[config.mk]
export PLATFORM = sky130hd
export DESIGN_NAME = backslash_escape_decoder
export DESIGN_NICKNAME = d
export VERILOG_FILES = /design/src/rtl/bsd_pkg.sv /design/src/rtl/bsd_decode.sv /design/src/rtl/bsd_out_buf.sv /design/src/rtl/backslash_escape_decoder.sv
export SDC_FILE = /design/constraint.sdc
export NUM_CORES = 1
export LEC_CHECK = 0
export ABC_AREA = 1
export BUFFER_PORTS_ARGS = -buffer_cell sky130_fd_sc_hd__buf_2
export CAP_MARGIN = 20
export CORE_ASPECT_RATIO = 1.25
export CORE_MARGIN = 1.5
export CORE_UTILIZATION = 45
export CTS_BUF_LIST = sky130_fd_sc_hd__clkbuf_8
export DETAILED_ROUTE_END_ITERATION = 7
export GPL_TIMING_DRIVEN = 0
export HOLD_SLACK_MARGIN = 0.15
export PLACE_DENSITY = 0.67
export SYNTH_ARGS = -nofsm -noshare
export SYNTH_HDL_FRONTEND = slang
export SYNTH_HIERARCHICAL = 1
export SYNTH_SLANG_ARGS = --single-unit
[constraint.sdc]
create_clock -name clk -period 3.1 [get_ports clk]
set_input_delay 0.31 -clock clk [delete_from_list [all_inputs] [get_ports clk]]
set_output_delay 0.31 -clock clk [all_outputs]
set_load 0.01 [all_outputs]
[src/rtl/bsd_pkg.sv]
// ----------------------------------------------------------------------------
// bsd_pkg
// Shared types and character codes for the backslash escape decoder.
// ----------------------------------------------------------------------------
package bsd_pkg;

	// result slots per input item
	localparam int MAX_RES = 3;

	// escape phase codes
	localparam logic [1:0] PH_PLAIN = 2'd0;
	localparam logic [1:0] PH_BSL   = 2'd1;
	localparam logic [1:0] PH_HEX   = 2'd2;
	localparam logic [1:0] PH_OCT   = 2'd3;

	// character codes
	localparam logic [7:0] CH_BSLASH = 8'h5C;
	localparam logic [7:0] CH_ZERO   = 8'h30;
	localparam logic [7:0] CH_SEVEN  = 8'h37;
	localparam logic [7:0] CH_NINE   = 8'h39;
	localparam logic [7:0] CH_LO_A   = 8'h61;
	localparam logic [7:0] CH_LO_F   = 8'h66;
	localparam logic [7:0] CH_UP_A   = 8'h41;
	localparam logic [7:0] CH_UP_F   = 8'h46;
	localparam logic [7:0] CH_LO_B   = 8'h62;
	localparam logic [7:0] CH_LO_C   = 8'h63;
	localparam logic [7:0] CH_LO_E   = 8'h65;
	localparam logic [7:0] CH_LO_N   = 8'h6E;
	localparam logic [7:0] CH_LO_R   = 8'h72;
	localparam logic [7:0] CH_LO_T   = 8'h74;
	localparam logic [7:0] CH_LO_V   = 8'h76;
	localparam logic [7:0] CH_LO_X   = 8'h78;

	// decoded control values
	localparam logic [7:0] VAL_BEL = 8'd7;
	localparam logic [7:0] VAL_BS  = 8'd8;
	localparam logic [7:0] VAL_TAB = 8'd9;
	localparam logic [7:0] VAL_LF  = 8'd10;
	localparam logic [7:0] VAL_VT  = 8'd11;
	localparam logic [7:0] VAL_FF  = 8'd12;
	localparam logic [7:0] VAL_CR  = 8'd13;
	localparam logic [7:0] VAL_ESC = 8'd27;

	// escape mode codes
	localparam logic MODE_FORMAT = 1'b0;
	localparam logic MODE_PCT_B  = 1'b1;

	// decoder state between items
	typedef struct packed {
		logic [1:0] phase;
		logic [1:0] cnt;
		logic [8:0] acc;
		logic       halted;
	} esc_state_t;

	// all results caused by one item
	typedef struct packed {
		logic [1:0]                 count;
		logic [MAX_RES-1:0][7:0]    bytes;
		logic [MAX_RES-1:0]         has;
		logic                       done;
		logic                       stopped;
	} res_batch_t;

endpackage

[src/rtl/bsd_decode.sv]
// ----------------------------------------------------------------------------
// bsd_decode
// Single-pass escape logic: one character and the current state give the
// next state and up to three result bytes.
// ----------------------------------------------------------------------------
module bsd_decode (
	input  logic [7:0]          in_byte,
	input  logic                end_mark,
	input  logic                escape_mode,
	input  bsd_pkg::esc_state_t cur,
	output bsd_pkg::esc_state_t nxt,
	output bsd_pkg::res_batch_t batch
);
	import bsd_pkg::*;

	// append one result to the batch
	function automatic res_batch_t push(res_batch_t b, logic [7:0] v, logic h);
		res_batch_t r;
		r = b;
		r.bytes[r.count] = h ? v : 8'd0;
		r.has[r.count]   = h;
		r.count          = r.count + 2'd1;
		return r;
	endfunction

	// hex digit check, valid flag above the value
	function automatic logic [4:0] hex_digit(logic [7:0] c);
		logic [4:0] r;
		r = 5'd0;
		if (c >= CH_ZERO && c <= CH_NINE) begin
			r = {1'b1, c[3:0]};
		end else if ((c >= CH_LO_A && c <= CH_LO_F) || (c >= CH_UP_A && c <= CH_UP_F)) begin
			r = {1'b1, c[3:0] + 4'd9};
		end
		return r;
	endfunction

	logic [4:0] hex_v;
	logic       is_oct;
	logic [7:0] simple_v;
	logic       simple_hit;
	res_batch_t b;
	esc_state_t s;

	assign hex_v  = hex_digit(in_byte);
	assign is_oct = (in_byte >= CH_ZERO) && (in_byte <= CH_SEVEN);

	// fixed single-letter escapes
	always_comb begin
		simple_hit = 1'b1;
		simple_v   = 8'd0;
		unique case (in_byte)
			CH_BSLASH: simple_v = CH_BSLASH;
			CH_LO_A:   simple_v = VAL_BEL;
			CH_LO_B:   simple_v = VAL_BS;
			CH_LO_F:   simple_v = VAL_FF;
			CH_LO_N:   simple_v = VAL_LF;
			CH_LO_R:   simple_v = VAL_CR;
			CH_LO_T:   simple_v = VAL_TAB;
			CH_LO_V:   simple_v = VAL_VT;
			default:   simple_hit = 1'b0;
		endcase
	end

	// escape state walk
	always_comb begin
		b       = '0;
		s       = cur;
		b.done  = end_mark;
		if (end_mark) begin
			// flush whatever is pending
			unique case (cur.phase)
				PH_BSL: b = push(b, CH_BSLASH, 1'b1);
				PH_HEX: begin
					if (cur.cnt == 2'd0) begin
						b = push(b, CH_BSLASH, 1'b1);
						b = push(b, CH_LO_X, 1'b1);
					end else begin
						b = push(b, cur.acc[7:0], 1'b1);
					end
				end
				PH_OCT:  b = push(b, cur.acc[7:0], 1'b1);
				default: b = b;
			endcase
			if (b.count == 2'd0) begin
				b = push(b, 8'd0, 1'b0);
			end
			b.stopped = cur.halted;
			s         = '0;
		end else if (cur.halted) begin
			// output stopped until the end marker
			b.stopped = 1'b1;
		end else begin
			unique case (cur.phase)
				PH_PLAIN: begin
					if (in_byte == CH_BSLASH) begin
						s.phase = PH_BSL;
					end else begin
						b = push(b, in_byte, 1'b1);
					end
				end
				PH_BSL: begin
					s.phase = PH_PLAIN;
					if (simple_hit) begin
						b = push(b, simple_v, 1'b1);
					end else if (escape_mode == MODE_FORMAT && in_byte == CH_LO_E) begin
						b = push(b, VAL_ESC, 1'b1);
					end else if (escape_mode == MODE_FORMAT && in_byte == CH_LO_X) begin
						s.phase = PH_HEX;
						s.cnt   = 2'd0;
						s.acc   = 9'd0;
					end else if (escape_mode == MODE_FORMAT && is_oct) begin
						s.phase = PH_OCT;
						s.cnt   = 2'd1;
						s.acc   = {6'd0, in_byte[2:0]};
					end else if (escape_mode == MODE_PCT_B && in_byte == CH_LO_C) begin
						s.halted = 1'b1;
						b        = push(b, 8'd0, 1'b0);
					end else if (escape_mode == MODE_PCT_B && in_byte == CH_ZERO) begin
						s.phase = PH_OCT;
						s.cnt   = 2'd0;
						s.acc   = 9'd0;
					end else begin
						b = push(b, CH_BSLASH, 1'b1);
						b = push(b, in_byte, 1'b1);
					end
				end
				PH_HEX: begin
					if (hex_v[4] && cur.cnt < 2'd2) begin
						s.acc = {cur.acc[4:0], hex_v[3:0]};
						s.cnt = cur.cnt + 2'd1;
						if (s.cnt == 2'd2) begin
							b = push(b, s.acc[7:0], 1'b1);
							s = '{phase: PH_PLAIN, cnt: 2'd0, acc: 9'd0, halted: cur.halted};
						end
					end else begin
						// digit run ends, character handled as plain text
						if (cur.cnt == 2'd0) begin
							b = push(b, CH_BSLASH, 1'b1);
							b = push(b, CH_LO_X, 1'b1);
						end else begin
							b = push(b, cur.acc[7:0], 1'b1);
						end
						s.cnt = 2'd0;
						s.acc = 9'd0;
						if (in_byte == CH_BSLASH) begin
							s.phase = PH_BSL;
						end else begin
							s.phase = PH_PLAIN;
							b       = push(b, in_byte, 1'b1);
						end
					end
				end
				default: begin
					if (is_oct && cur.cnt < 2'd3) begin
						s.acc = {cur.acc[5:0], in_byte[2:0]};
						s.cnt = cur.cnt + 2'd1;
						if (s.cnt == 2'd3) begin
							b = push(b, s.acc[7:0], 1'b1);
							s = '{phase: PH_PLAIN, cnt: 2'd0, acc: 9'd0, halted: cur.halted};
						end
					end else begin
						b     = push(b, cur.acc[7:0], 1'b1);
						s.cnt = 2'd0;
						s.acc = 9'd0;
						if (in_byte == CH_BSLASH) begin
							s.phase = PH_BSL;
						end else begin
							s.phase = PH_PLAIN;
							b       = push(b, in_byte, 1'b1);
						end
					end
				end
			endcase
			b.stopped = s.halted;
		end
	end

	assign nxt   = s;
	assign batch = b;

endmodule

[src/rtl/bsd_out_buf.sv]
// ----------------------------------------------------------------------------
// bsd_out_buf
// Result register: holds the batch of one item and hands its results out
// one per cycle while res_ready is high.
// ----------------------------------------------------------------------------
module bsd_out_buf (
	input  logic                clk,
	input  logic                arst_n,
	input  logic                load,
	input  bsd_pkg::res_batch_t batch,
	output logic                free,
	output logic                res_valid,
	input  logic                res_ready,
	output logic [7:0]          res_byte,
	output logic                res_has,
	output logic                res_last,
	output logic                res_done,
	output logic                res_stopped
);
	import bsd_pkg::*;

	res_batch_t ent_q;
	logic [1:0] pos_q;
	logic [1:0] rem_q;
	logic       take;

	assign res_valid = (rem_q != 2'd0);
	assign take      = res_valid && res_ready;
	assign free      = (rem_q == 2'd0) || (take && rem_q == 2'd1);

	// read pointer and remaining count
	always_ff @(posedge clk or negedge arst_n) begin
		if (!arst_n) begin
			pos_q <= 2'd0;
			rem_q <= 2'd0;
		end else if (load) begin
			pos_q <= 2'd0;
			rem_q <= batch.count;
		end else if (take) begin
			pos_q <= pos_q + 2'd1;
			rem_q <= rem_q - 2'd1;
		end
	end

	// batch payload
	always_ff @(posedge clk) begin
		if (load) begin
			ent_q <= batch;
		end
	end

	// current result
	assign res_byte    = ent_q.bytes[pos_q];
	assign res_has     = ent_q.has[pos_q];
	assign res_last    = (rem_q == 2'd1);
	assign res_done    = ent_q.done && (rem_q == 2'd1);
	assign res_stopped = ent_q.stopped;

endmodule

[src/rtl/backslash_escape_decoder.sv]
// ----------------------------------------------------------------------------
// backslash_escape_decoder
// Streaming decoder of backslash escapes, one character per request.
// ----------------------------------------------------------------------------
// A character request is registered, decoded in one pass against the escape
// state and its results (up to three) land in a result register that drains
// one result per cycle while m_axis_tready is high. Plain text flows at one
// character per cycle while the output is ready; an item with k results
// holds the input until its last result is taken at the single result port.
// The escape mode is to be written on the cfg channel only while the stream
// is idle; the block itself does not enforce this.
module backslash_escape_decoder (
	input  logic       clk,
	input  logic       arst_n,
	input  logic       cfg_valid,
	output logic       cfg_ready,
	input  logic       cfg_data,        // escape_mode
	input  logic       s_axis_tvalid,
	output logic       s_axis_tready,
	input  logic [7:0] s_axis_tdata,    // [7:0] in_byte
	input  logic       s_axis_tlast,    // end_mark
	output logic       m_axis_tvalid,
	input  logic       m_axis_tready,
	output logic [7:0] m_axis_tdata,    // [7:0] out_byte
	output logic       m_axis_tlast,    // run_last
	output logic [2:0] m_axis_tuser     // [0] has_byte, [1] done_res, [2] stopped
);
	import bsd_pkg::*;

	logic       mode_q;
	logic       valid_s1;
	logic [7:0] byte_s1;
	logic       end_s1;
	esc_state_t esc_q;
	esc_state_t esc_nxt;
	res_batch_t batch;
	logic       free;
	logic       load;

	// mode register
	assign cfg_ready = 1'b1;
	always_ff @(posedge clk or negedge arst_n) begin
		if (!arst_n) begin
			mode_q <= MODE_FORMAT;
		end else if (cfg_valid) begin
			mode_q <= cfg_data;
		end
	end

	// input register
	assign load          = valid_s1 && free;
	assign s_axis_tready = !valid_s1 || load;
	always_ff @(posedge clk or negedge arst_n) begin
		if (!arst_n) begin
			valid_s1 <= 1'b0;
		end else if (s_axis_tready) begin
			valid_s1 <= s_axis_tvalid;
		end
	end
	always_ff @(posedge clk) begin
		if (s_axis_tready && s_axis_tvalid) begin
			byte_s1 <= s_axis_tdata;
			end_s1  <= s_axis_tlast;
		end
	end

	// escape logic
	bsd_decode u_decode (
		.in_byte     (byte_s1),
		.end_mark    (end_s1),
		.escape_mode (mode_q),
		.cur         (esc_q),
		.nxt         (esc_nxt),
		.batch       (batch)
	);

	// escape state
	always_ff @(posedge clk or negedge arst_n) begin
		if (!arst_n) begin
			esc_q <= '0;
		end else if (load) begin
			esc_q <= esc_nxt;
		end
	end

	// result register
	bsd_out_buf u_out (
		.clk         (clk),
		.arst_n      (arst_n),
		.load        (load),
		.batch       (batch),
		.free        (free),
		.res_valid   (m_axis_tvalid),
		.res_ready   (m_axis_tready),
		.res_byte    (m_axis_tdata),
		.res_has     (m_axis_tuser[0]),
		.res_last    (m_axis_tlast),
		.res_done    (m_axis_tuser[1]),
		.res_stopped (m_axis_tuser[2])
	);

endmodule

==> results.yml <==
status:
  status: "finished with violations"
  violations: "design-rule violations"
final_layout:
  drive_gt1_frac: 0.130
  fin_util: 0.532
  nets: 764
  n_fill_cell: 1014
  regArea_sq_um: 1620
  antenna_cells: 0
  area_growth_pct: 15.6
  multi_input_area_sq_um: 2490
synthesis:
  syn_area_sq_um: 4600
  syn_area_per_cell_sq_um: 6.72
  netlist_instances: 685
  syn_nets: 708
  yosysWarnings: 6
clock_tree:
  cts_buffer_depth: 2
  clk_pin_slew_ps: 70
  root_buffer: "clkbuf_8"
  cts_tree: "built"
  insertion_delay_ps: 360
  cts_inserted_buffers: 9
  clock_sinks: 57
  h-tree-depth: 3
sta:
  max-slew-margin-rel: 0.449
  max_freq_ghz: 0.356
  rsz0062_at_grt: "no"
  min_period_over_period: 0.907
  fin_crit_ps: 2810
  finalWorstSetupSlack_ps: 289
  final_hold_viol_count: 0
  slew_viol_final: 0
  setup_viol: 0
  finalSetupTns_ps: 0
  clock_skew_ps: 14.0
  tightest_slew_ps: 827
setup_path:
  timing.rr.end: "u_out/rem_q[0]"
  cp-endpoint: "u_out/rem_q[0]"
  cp.required_ps: 3340
  endpoint_kind: "flop"
  path_common_cell: "nand2_1"
  r2r-start: "byte_s1[0]"
  slowest_stage: "nor4_2"
  max_stage_delay_ps: 560
  start_kind: "flop"
  worstPathCellList: "inv_1 -> ha_1 -> inv_1 -> nor4_2 -> inv_1 -> ha_1 -> nand2_1 -> nand2_1 -> nand2_1 -> nand2_1 -> nand2_1 -> nand2_1 -> o21ai_0 -> nand2_1 -> o21ai_0"
  rrSetupSlack_ps: 290
  worst-endpoint-arrival_ps: 3050
  r2r_cells: 15
  cp-startpoint: "byte_s1[0]"
  path_max_fanout: 6
  crit_type: "reg2reg"
global_route:
  grt_pass1_wl_mm: 23.5
  grt_max_degree: 35
  antenna_found_initial: 0
  grt_pass1_vias: 4674
  track_usage: 0.287
  gr-total-overflow: 0
pwr:
  powerDensity_nw_per_um2: 689
  p_switching_uw: 1480
  clkPwrFrac: 0.232
  swShare: 0.405
  p_comb_frac: 0.437
  seq_power_share: 0.331
  p_leak_uw: 0.00259
  intPower_uw: 2180
  vdd_drop_max_mv: 0.319
drt:
  drcViolationCount: 2
  wire_per_inst_um: 17.4
  ant_nets: 0
  firstDrtPassIters: 8
  drt_iter0_drc: 564
  detail_route.vias_per_cell: 5.71
  drt_wl_total_mm: 15.2
  route.vias.total: 4994
min_path:
  min_path_type: "in2reg"
  whs_path_depth: 3
floorplanning:
  rows: 41
  ios: 30
  core_sq_um: 10000
  die_area_sq_um: 10800
  dieHeight_um: 116
  die_w_um: 93.5
  initial_core_util: 0.460
placed_design:
  dpl.hpwl_mm: 11.1
  pre_cts_ws_ps: -52.3
  port_buffers: 28
  gp_congestion: 1.02
flow_run:
  max_cap_violations: 0
[worst min path at each step]
stage	startpoint	slack, ps	end
after floorplan	arst_n	10	esc_q[0]
after global placement	arst_n	280	u_out/rem_q[1]
after detailed placement	arst_n	290	u_out/rem_q[1]
after CTS	cfg_data	150	mode_q
after global routing	s_axis_tvalid	180	valid_s1
final	s_axis_tvalid	160	valid_s1
[placed cells by master (no fill, tap or decap), drive strengths merged]
cell         instances
nand2              211
nand3              103
inv                 76
nor2                74
o21ai               63
buf                 52
edfxtp              38
a21oi               31
clkbuf              22
dfrtp               19
dlygate4sd3         11
nand4                8
ha                   8
o221ai               7
clkinv               4
bufinv               3
o22ai                3
nand3b               3
a31oi                3
conb                 1
nor4                 1
o2111ai              1
nor3                 1
o211ai               1
o311ai               1
a211oi               1
[state kept, by name (all words and copies together), names as in the netlist]
register and count:
u_out/res_stopped 1, end_s1 1, u_out/rem_q 2, esc_q 13
valid_s1 1, mode_q 1, u_out/ent_q 28, byte_s1 8
u_out/pos_q 2
[area by class of cell]
cell class | instances | share of cell area
inverter | 76 | 0.0536
tap | 129 | 0.0304
timing repair buffer | 45 | 0.0593
multi-input combinational | 521 | 0.468
clock inverter | 7 | 0.0205
clock buffer | 9 | 0.0233
sequential | 57 | 0.304
buffer | 31 | 0.0405
[critical path, delay by kind of cell, from the launching register on]
| family | cells | cell delay, ps |
|---|---|---|
| AOI/OAI and AO/OA | 2 | 150 |
| adders and majority gates | 2 | 570 |
| buffers and inverters | 3 | 500 |
| DFF | 1 | 490 |
| and+or+nand+nor | 8 | 980 |
[metal layers]
metal / global-route usage / up-vias / part of all wire
li1: - / 2381 / -
met1: 0.334 / 2275 / 0.39
met2: 0.480 / 271 / 0.48
met3: 0.0577 / 67 / 0.081
met4: 0.184 / 0 / 0.052
met5: 0 / - / 0
[through the flow]
step / power [uW] / hold slack (ps) / instance area [sq um] / cells
CTS: 3600 / 152 / 5250 / 869
detailed placement: 2740 / 293 / 4900 / 842
floorplan: 2240 / 14.4 / 4600 / 685
global placement: 2700 / 282 / 4900 / 842
global route: 3880 / 177 / 5320 / 875
finish: 3660 / 161 / 5320 / 875
[power groups by stage]
stage                     clock (uW)  sequential (uW)  combinational (uW)
after floorplan                    0             1180                1050
after global placement             0             1240                1470
after detailed placement           0             1240                1500
after CTS                        858             1230                1520
after global routing             892             1230                1760
final                            851             1210                1600
[repair_timing]
| action | CTS | global route |
|---|---|---|
| hold buffers | 11 | 0 |
| hold endpoints to repair | 29 | 0 |
| buffers inserted | 0 | 5 |
| setup endpoints to repair | 1 | 2 |
| pin swaps | 0 | 0 |
| cloned | 0 | 0 |
| gates resized for setup | 1 | 0 |
Power figures use the tool's default switching activity.
